[src/sv/sbcd_pkg.sv]
// shared constants, types and helpers for the sprite box collision detector
package sbcd_pkg;

  localparam int SPRITE_COUNT = 8;
  localparam int ROW_W        = (SPRITE_COUNT > 1) ? $clog2(SPRITE_COUNT) : 1;
  localparam int IDX_IN_W     = 3;
  localparam int POS_W        = 16;
  localparam int BOX_W        = 8;
  localparam int MASK_W       = 8;
  localparam int IN_DATA_W    = 40;
  localparam int OUT_DATA_W   = 8;
  localparam logic [BOX_W-1:0] BOX_RESET = 8'd24;

  typedef struct packed {
    logic             write;
    logic             scan;
    logic             load_out;
    logic [ROW_W-1:0] row;
  } sbcd_cmd_t;

  // fold the 3-bit input index onto the table
  function automatic logic [ROW_W-1:0] fold_index(input logic [IDX_IN_W-1:0] v);
    logic [ROW_W-1:0] r;
    r = '0;
    for (int k = 0; k < (1 << IDX_IN_W); k++) begin
      if (v == IDX_IN_W'(k)) r = ROW_W'(k % SPRITE_COUNT);
    end
    return r;
  endfunction

  // only the low eight sprites reach the result
  function automatic logic [MASK_W-1:0] trim_mask(input logic [SPRITE_COUNT-1:0] m);
    logic [MASK_W-1:0] r;
    r = '0;
    for (int k = 0; k < MASK_W; k++) begin
      if (k < SPRITE_COUNT) r[k] = m[k];
    end
    return r;
  endfunction

endpackage

[src/sv/sbcd_ctrl.sv]
// controller: input acceptance, row scan sequencing and output register handshake
module sbcd_ctrl (
  input  logic              clk,
  input  logic              rst,
  input  logic              in_valid,
  output logic              in_ready,
  output logic              out_valid,
  input  logic              out_ready,
  output sbcd_pkg::sbcd_cmd_t cmd
);
  import sbcd_pkg::*;

  localparam logic [1:0] ST_IDLE = 2'd0;
  localparam logic [1:0] ST_SCAN = 2'd1;
  localparam logic [1:0] ST_HOLD = 2'd2;

  logic [1:0]       state, state_next;
  logic [ROW_W-1:0] row, row_next;
  logic             out_valid_next;
  logic             out_free;

  assign out_free = !out_valid || out_ready;
  assign in_ready = (state == ST_IDLE);

  always_comb begin
    state_next   = state;
    row_next     = row;
    cmd.write    = 1'b0;
    cmd.scan     = 1'b0;
    cmd.load_out = 1'b0;
    cmd.row      = row;
    case (state)
      ST_IDLE: begin
        if (in_valid) begin
          cmd.write  = 1'b1;
          row_next   = '0;
          state_next = ST_SCAN;
        end
      end
      ST_SCAN: begin
        cmd.scan = 1'b1;
        if (row == ROW_W'(SPRITE_COUNT - 1)) begin
          state_next = ST_HOLD;
        end else begin
          row_next = row + 1'b1;
        end
      end
      ST_HOLD: begin
        if (out_free) begin
          cmd.load_out = 1'b1;
          state_next   = ST_IDLE;
        end
      end
      default: state_next = ST_IDLE;
    endcase
  end

  always_comb begin
    if (cmd.load_out) out_valid_next = 1'b1;
    else if (out_ready) out_valid_next = 1'b0;
    else out_valid_next = out_valid;
  end

  always_ff @(posedge clk) begin
    if (rst) begin
      state     <= ST_IDLE;
      row       <= '0;
      out_valid <= 1'b0;
    end else begin
      state     <= state_next;
      row       <= row_next;
      out_valid <= out_valid_next;
    end
  end

endmodule

[src/sv/sbcd_datapath.sv]
// datapath: sprite table, box size register, row comparators and result register
module sbcd_datapath (
  input  logic                         clk,
  input  logic                         rst,
  input  sbcd_pkg::sbcd_cmd_t          cmd,
  input  logic [sbcd_pkg::IDX_IN_W-1:0] sprite_index,
  input  logic signed [sbcd_pkg::POS_W-1:0] x_position,
  input  logic signed [sbcd_pkg::POS_W-1:0] y_position,
  input  logic                         visible,
  input  logic                         cfg_write,
  input  logic [sbcd_pkg::BOX_W-1:0]   cfg_box,
  output logic [sbcd_pkg::MASK_W-1:0]  collision_mask
);
  import sbcd_pkg::*;

  logic signed [POS_W-1:0] sx [SPRITE_COUNT];
  logic signed [POS_W-1:0] sy [SPRITE_COUNT];
  logic [SPRITE_COUNT-1:0] shown;
  logic [SPRITE_COUNT-1:0] scan_mask;
  logic [BOX_W-1:0]        box_size;
  logic [ROW_W-1:0]        wr_row;
  logic [SPRITE_COUNT-1:0] hit;
  logic                    row_hit;

  assign wr_row = fold_index(sprite_index);

  // compare the scanned row against every other entry, 17-bit exact distance
  always_comb begin
    logic signed [POS_W:0] dx, dy;
    logic [POS_W:0]        ax, ay;
    for (int j = 0; j < SPRITE_COUNT; j++) begin
      dx = {sx[cmd.row][POS_W-1], sx[cmd.row]} - {sx[j][POS_W-1], sx[j]};
      dy = {sy[cmd.row][POS_W-1], sy[cmd.row]} - {sy[j][POS_W-1], sy[j]};
      ax = dx[POS_W] ? (POS_W+1)'(-dx) : (POS_W+1)'(dx);
      ay = dy[POS_W] ? (POS_W+1)'(-dy) : (POS_W+1)'(dy);
      hit[j] = shown[j] && (cmd.row != ROW_W'(j)) &&
               (ax < (POS_W+1)'(box_size)) && (ay < (POS_W+1)'(box_size));
    end
  end

  assign row_hit = shown[cmd.row] && (|hit);

  always_ff @(posedge clk) begin
    if (rst) begin
      shown    <= '0;
      box_size <= BOX_RESET;
    end else begin
      if (cfg_write) box_size <= cfg_box;
      if (cmd.write) shown[wr_row] <= visible;
    end
  end

  always_ff @(posedge clk) begin
    if (cmd.write) begin
      sx[wr_row] <= x_position;
      sy[wr_row] <= y_position;
      scan_mask  <= '0;
    end else if (cmd.scan) begin
      scan_mask[cmd.row] <= row_hit;
    end
    if (cmd.load_out) collision_mask <= trim_mask(scan_mask);
  end

endmodule

[src/sv/sprite_box_collision_detector_top.sv]
// Sprite box collision detector: holds position and shown flag of eight sprites; each
// transfer rewrites one sprite and returns the collision mask of the updated table.
// On acceptance the table is written, then one row of comparators checks one sprite against all
// others per cycle (state SCAN), then state HOLD loads the output register; input is taken
// again only in IDLE, after that load. A new item is accepted while the previous result
// still waits in the output register; if that result is still not taken when the next scan
// ends, the block holds and stops taking input.
// box_size writes are taken at any time via the cfg channel, but should only be made while
// no item is in flight.
module sprite_box_collision_detector_top (
  input  logic        clk,
  input  logic        rst,
  input  logic        s_tvalid,
  output logic        s_tready,
  input  logic [39:0] s_tdata,   // sprite_index[2:0], x_position[18:3], y_position[34:19],
                                 // visible[35], zero pad
  output logic        m_tvalid,
  input  logic        m_tready,
  output logic [7:0]  m_tdata,   // collision_mask[7:0]
  input  logic        cfg_valid,
  output logic        cfg_ready,
  input  logic [7:0]  cfg_data   // box_size
);
  import sbcd_pkg::*;

  sbcd_cmd_t cmd;

  assign cfg_ready = 1'b1;

  sbcd_ctrl u_ctrl (
    .clk       (clk),
    .rst       (rst),
    .in_valid  (s_tvalid),
    .in_ready  (s_tready),
    .out_valid (m_tvalid),
    .out_ready (m_tready),
    .cmd       (cmd)
  );

  sbcd_datapath u_datapath (
    .clk            (clk),
    .rst            (rst),
    .cmd            (cmd),
    .sprite_index   (s_tdata[2:0]),
    .x_position     (s_tdata[18:3]),
    .y_position     (s_tdata[34:19]),
    .visible        (s_tdata[35]),
    .cfg_write      (cfg_valid),
    .cfg_box        (cfg_data),
    .collision_mask (m_tdata)
  );

endmodule

[config.mk]
export PLATFORM = sky130hd
export DESIGN_NAME = sprite_box_collision_detector_top
export DESIGN_NICKNAME = d
export VERILOG_FILES = /design/src/sv/sbcd_pkg.sv /design/src/sv/sbcd_ctrl.sv /design/src/sv/sbcd_datapath.sv /design/src/sv/sprite_box_collision_detector_top.sv
export SDC_FILE = /design/constraint.sdc
export NUM_CORES = 1
export LEC_CHECK = 0
export BUFFER_PORTS_ARGS = -buffer_cell sky130_fd_sc_hd__buf_2
export CORE_ASPECT_RATIO = 1.5
export CORE_MARGIN = 5
export CORE_UTILIZATION = 50
export CTS_CLUSTER_DIAMETER = 200
export DETAILED_ROUTE_END_ITERATION = 10
export GPL_ROUTABILITY_DRIVEN = 0
export PLACE_DENSITY = 0.7
export SYNTH_ARGS = -nofsm -noshare
export SYNTH_HDL_FRONTEND = slang
export SYNTH_HIERARCHICAL = 1
export SYNTH_SLANG_ARGS = --single-unit
[constraint.sdc]
create_clock -name clk -period 11.3 [get_ports clk]
set_clock_uncertainty 0.15 [all_clocks]
set_input_delay 2.26 -clock clk [delete_from_list [all_inputs] [get_ports clk]]
set_output_delay 2.26 -clock clk [all_outputs]
set_load 0.01 [all_outputs]
==> Word level (Yosys, flattened, before mapping) <==
Memories as Yosys holds them, arrays and structs flattened. A register that Yosys moved wholly into a read port is not among the register bits.
Index checks and enable logic that the tools add are counted.
{ "totals": {"out_inout_bits": 11, "regBits": 38, "wordCells": 170, "mem_bits_rw": 256, "in_bits": 53, "n_memories": 2} }
{ "classes": {"n_lt_le_gt_ge": 20, "n_mux": 51, "eq_ne": 21, "n_reduce_logical": 36, "add_sub_neg": 33} }
{ "mem_list": {"columns": ["memory", "depth", "word_bits", "rd", "rd_ports_with_merged_regs", "write_ports", "line_no", "source"], "rows": [
  ["u_datapath.sx", 8, 16, 9, 1, 1, "sbcd_datapath.sv:16", "logic signed [POS_W-1:0] sx [SPRITE_COUNT];"],
  ["u_datapath.sy", 8, 16, 9, 1, 1, "sbcd_datapath.sv:17", "logic signed [POS_W-1:0] sy [SPRITE_COUNT];"]
]} }
{ "ops": {"columns": ["cell", "n"], "rows": [
  ["17-bit by 8-bit less-than comparator with 1-bit output", 16],
  ["17-bit two-way mux", 16],
  ["17-bit negator", 16],
  ["16-bit by 16-bit subtractor with 17-bit output", 16],
  ["3-bit two-way mux", 10],
  ["1-bit logical AND", 27],
  ["8-bit bitwise mux", 2],
  ["3-bit equality test, second input constant", 5],
  ["1-bit two-way mux", 13],
  ["3-bit != test, second input constant", 4],
  ["2-bit two-way mux", 5],
  ["3-bit by 4-bit less-than comparator with 1-bit output, second input constant", 2],
  ["8-bit OR reduction", 1],
  ["1-bit demux with 3-bit select", 2],
  ["3-bit by 2-bit equality test with 1-bit output, second input constant", 2],
  ["3-bit by 1-bit >= comparator with 1-bit output, second input constant", 2],
  ["3-bit by 2-bit != test with 1-bit output, second input constant", 2],
  ["2-bit case mux with 3 select lines", 1],
  ["3-bit case mux with 2 select lines", 1],
  ["3-bit AND reduction", 2],
  ["2-bit by 1-bit != test with 1-bit output, second input constant", 2],
  ["2-bit != test, second input constant", 2],
  ["2-bit nonzero test", 2],
  ["3-bit by 1-bit adder with 3-bit output, second input constant", 1],
  ["9 further kinds", 9]
]} }

==> Logic depth before layout (Yosys ltp) <==
{ "logic_depth": {"depth_word": 13, "ltp_mapped": 31, "mapped_depth_nobuf": 27} }

==> Cells and area by module <==
Netlist, hierarchy kept.
{ "by_module_without_submodules": {"columns": ["mod", "cells_per_inst", "seq_area_each_um2", "instances", "area_per_inst_um2"], "rows": [
  ["sbcd_datapath", 3884, 8408.1, 1, 33917.5],
  ["sbcd_ctrl", 36, 120.1, 1, 316.6],
  ["sprite_box_collision_detector_top", 2, 0.0, 1, 11.3]
]} }

==> Worst setup path before layout <==
Ideal clock, no wire load.
{ "synth_path": {"path_kind": "flip-flop to flip-flop", "start": "register u_ctrl.row[0]", "end": "register u_datapath.scan_mask[0]", "synth_period_minus_slack_ns": 7.915, "path_buffers": 3, "arrival_ns": 7.696, "path_stages_with_launch": 27, "setup_ns": 0.069, "setup_slack_ns": 3.385, "required_time_ns": 11.081, "cell_sequence": "dfxtp_1 -> buf_1 -> buf_1 -> mux4_2 -> o21ai_0 -> fa_1 -> a21o_1 -> a31oi_1 -> o221ai_1 -> o21ai_0 -> a21oi_1 -> clkbuf_1 -> mux2_2 -> ha_1 -> a21boi_0 -> o21a_1 -> o21ai_0 -> nand2_1 -> o2111ai_1 -> a21boi_0 -> a2111oi_0 -> o211ai_1 -> nor4b_1 -> a32oi_2 -> o311ai_4 -> a2111oi_4 -> o21ai_1"} }
{ "synth_via": {"elab_chain_cells": 7, "elab_cells_between_ends": 42, "cone_classes": "order compare: 2; eq/ne: 7; mux: 5; reduce/logical: 28"} }
{ "synth_lines": {"columns": ["item", "line_no", "source"], "rows": [
  ["start, declared", "sbcd_ctrl.sv:18", "logic [ROW_W-1:0] row, row_next;"],
  ["start signal, assigned", "sbcd_ctrl.sv:71", "row <= row_next;"],
  ["parallel branches: the longest is 6 deep, another holds 3-bit by 4-bit less-than comparator with 1-bit output", null, null],
  ["8-bit bitwise mux (*)", "sbcd_datapath.sv:59", "scan_mask[cmd.row] <= row_hit;"],
  ["end signal, assigned by index", "sbcd_datapath.sv:59", null],
  ["end, declared", "sbcd_datapath.sv:19", "logic [SPRITE_COUNT-1:0] scan_mask;"]
]} }
Mark *: on every way between the ends. The select of a mux whose other input is x is not followed.
A chain may end at the register's enable or synchronous reset.

==> Final worst setup path <==
{ "layout_path": {"start": "register u_ctrl.row[0]", "end": "register u_datapath.scan_mask[3]"} }
The elaborated chain is that of the path after synthesis.

==> results by group <==
Finish
  • Syn-to-layout area delta: 6.76%
  • Number of fill cells in the layout: 6316
  • Commonest cells after routing, fill and taps aside: ha_1 (386), inv_1 (359), nand2_1 (283)
  • Post-Layout Cell Count: 4856
  • N_diodes: 0
  • Layout cells sized above 1: 0.0868
  • Final net count: 4399
  • Most common cell after layout, fill and taps aside: ha_1

Clock network
  • Num CTS Buffers: 28
  • Post-CTS Hold Buffers: 0
  • Htree depth: 1
  • Clk buf depth: 3
  • CTS Sinks: 294
  • Root buffer cell: clkbuf_16
  • Post-CTS Setup Inserts: 0
  • Post_cts resized: 0
  • CTS tree: yes
  • Clk pin slew, worst setup/hold paths: 0.07 ns
  • Clock latency on the worst-skew pair: just under 0.6 ns

Route
  • Iteration-0 DRC Markers: 2792
  • Drt wl/cell: approximately 23 um
  • DRT Pass-1 Iters: 5
  • DRT antenna net count: 0
  • Residual DRC count: 0
  • Routed wire length: approximately 110 mm
  • Via density: 6.49
  • Via count: 31500

Placed design
  • DPL Wire Length: 87.7 mm
  • Worst slack, placed: 2.92 ns
  • Port bufs: slightly below 60
  • Placed Cells: 4806

STA
  • Slew margin rel.: 0.187
  • RSZ-0062 raised after global routing: false
  • PnR worst setup slack: between 2 and 3 ns
  • Max-slew violations: 0
  • Final Hold Vio Count: 0
  • Final setup violation count: 0
  • Post-route minimum period: 8.68 ns
  • Hold slack: 0.288 ns
  • Period Utilization, post-route: 0.768
  • Fin Setup TNS: 0 ns
  • Max Freq: around 120 MHz
  • Worst slew pin tran: 1.20 ns

Global route
  • Initial antenna violation count: 1
  • Grt ovf: 0
  • Vias in the first global route: a little over 30000
  • Pin count of the biggest net entering global routing: 37
  • Tot GR Track Use: 0.295
  • First-pass GRT wire length: 172 mm

Floorplan
  • Initial Util: 0.504
  • Std-Cell Rows: 117
  • Core footprint: 67900 um2
  • Die Width: 224 um
  • Die height: between 300 and 400 um
  • Die area: roughly 74000 um2
  • IO Pins: 64

Run
  • Max cap viols: 0

Synth
  • Number of synthesized flops with an enable pin: 264
  • Mapped Area: 34200 um2
  • Mean Syn Cell Area: between 8 and 9 um2
  • Ys async rst share: 0
  • Register area share after synthesis: 0.249
  • Yosys warns: 6
  • Post-synthesis register bit count: 294
  • Cells after Synth: around 4000
  • Yosys cell types: 123
  • Ys flop type: edfxtp_1
  • Post-synthesis net count: 4377

Critical path
  • Worst Path Arrival: 9.05 ns
  • Worst EP required: 11.67 ns
  • CP startpoint kind: register
  • Critical path class: reg2reg
  • CP Max Fanout: 30
  • Setup crit end kind: register

Power and ir drop
  • Flop pwr share: 0.322
  • Maximum VDD drop: 0.0999 mV
  • Leak: between 10 and 15 nW
  • Switching power of the nets: 1.42 mW
  • Power Dens Cells: 103 nW/um2
  • Clock Power Share: 0.257
  • Switching share of power: 0.376
  • Gate power share: 0.420
  • Pint: around 2.4 mW
  • Tot Pwr: 3.77 mW

Run status
  • Status: finished, final reports clean

Hold path
  • Worst hold path type: reg2reg
metal layers:
metal,GRT usage,part of all wire,wire (um)
met5,0,0.00011,13
met4,0.178,0.075,8490
met3,0.0367,0.067,7620
met2,0.524,0.49,55100
met1,0.339,0.37,41800
worst max-delay path, cell delays in order (launching register included):
cell and delay [ns]:
dfxtp_4 0.78, buf_4 0.45, mux4_2 0.60, o21ai_0 0.88, buf_4 0.37, ha_1 0.36, a21o_1 0.22, a211o_1 0.32
a31oi_1 0.17, a21oi_1 0.08, o21ai_1 0.37, o21ai_0 0.19, ha_1 0.30, a21boi_0 0.12, o21a_1 0.20, o21ai_0 0.13
nand2_1 0.07, o2111ai_1 0.11, a21boi_0 0.34, a2111oi_0 0.48, o211ai_1 0.14, nor4b_1 0.85, a32oi_2 0.37, o311ai_4 0.19
a2111oi_4 0.17, o21ai_1 0.18
synthesized netlist by cell type, drive strengths merged, types with 46 or more instances:
library cell / count / share of area
nand3: 112 / 0.016
xor2: 101 / 0.026
o21a: 47 / 0.010
nor2b: 57 / 0.010
nand4: 54 / 0.0099
edfxtp: 264 / 0.23
o211ai: 55 / 0.012
nand2: 284 / 0.031
a31oi: 47 / 0.0090
a211oi: 58 / 0.013
a21oi: 277 / 0.041
nor2: 247 / 0.027
nand2b: 46 / 0.0084
xnor2: 198 / 0.051
mux4: 66 / 0.043
ha: 386 / 0.14
a21o: 116 / 0.026
inv: 359 / 0.039
nor3: 74 / 0.011
clkbuf: 94 / 0.011
o21ai: 245 / 0.036
power by group through the flow:
stage          sequential, mW  clock (mW)  combinational, mW
5_1_grt                  1.22        1.03               1.74
3_3_place_gp             1.24           0               1.52
6_report                 1.22       0.972               1.59
3_5_place_dp             1.24           0               1.55
4_1_cts                  1.22       0.983               1.56
2_1_floorplan            1.23           0               1.15
state kept, by name, indices dropped and copies added (netlist names):
name,flops
u_datapath/scan_mask,8
u_datapath/sx,128
u_datapath/sy,128
u_ctrl/state,2
u_datapath/shown,8
u_ctrl/row,3
u_datapath/collision_mask,8
u_ctrl/out_valid,1
u_datapath/box_size,8
area by class of cell:
| cell class | instances | area (um2) | area share |
|---|---|---|---|
| Clock buffer | 35 | 748 | 0.0205 |
| Timing Repair Buffer | 115 | 718 | 0.0196 |
| Sequential cell | 294 | 8540 | 0.233 |
| Clock inverter | 15 | 176 | 0.00483 |
| Multi-Input combinational cell | 3146 | 23900 | 0.654 |
| Inverter | 359 | 1350 | 0.0369 |
| Tap cell | 892 | 1120 | 0.0305 |
through the flow:
stage                     instance area, um2   util
after floorplan                        34200      -
after global placement                 35600  0.525
after detailed placement               35600  0.525
after CTS                              36600  0.538
after global routing                   36600  0.538
final                                  36600  0.538
final timing paths:
check	start	end	slack, ns	cells after the start
hold reg to reg	u_datapath/scan_mask[1]	u_datapath/collision_mask[1]	0.29	0
hold / removal	u_datapath/scan_mask[1]	u_datapath/collision_mask[1]	0.29	0
setup reg to reg	u_ctrl/row[0]	u_datapath/scan_mask[3]	2.62	25
setup / recovery	u_ctrl/row[0]	u_datapath/scan_mask[3]	2.62	25
logic make-up (layout without fill, tap and decap cells):
group / after synthesis / count (layout) / share of synthesized area
XOR/XNOR: 299 / 299 / 0.0767
multiplexers: 119 / 119 / 0.0596
other: 1 / 1 / 0.000110
buffers and inverters: 482 / 524 / 0.0547
flip-flops: 294 / 294 / 0.249
AO/OA/AOI/OAI: 1177 / 1177 / 0.236
AND/OR/NAND/NOR: 1148 / 1148 / 0.173
adder cells (fa/ha/maj): 402 / 402 / 0.150
Note: power is estimated with default switching activity, not from simulation.
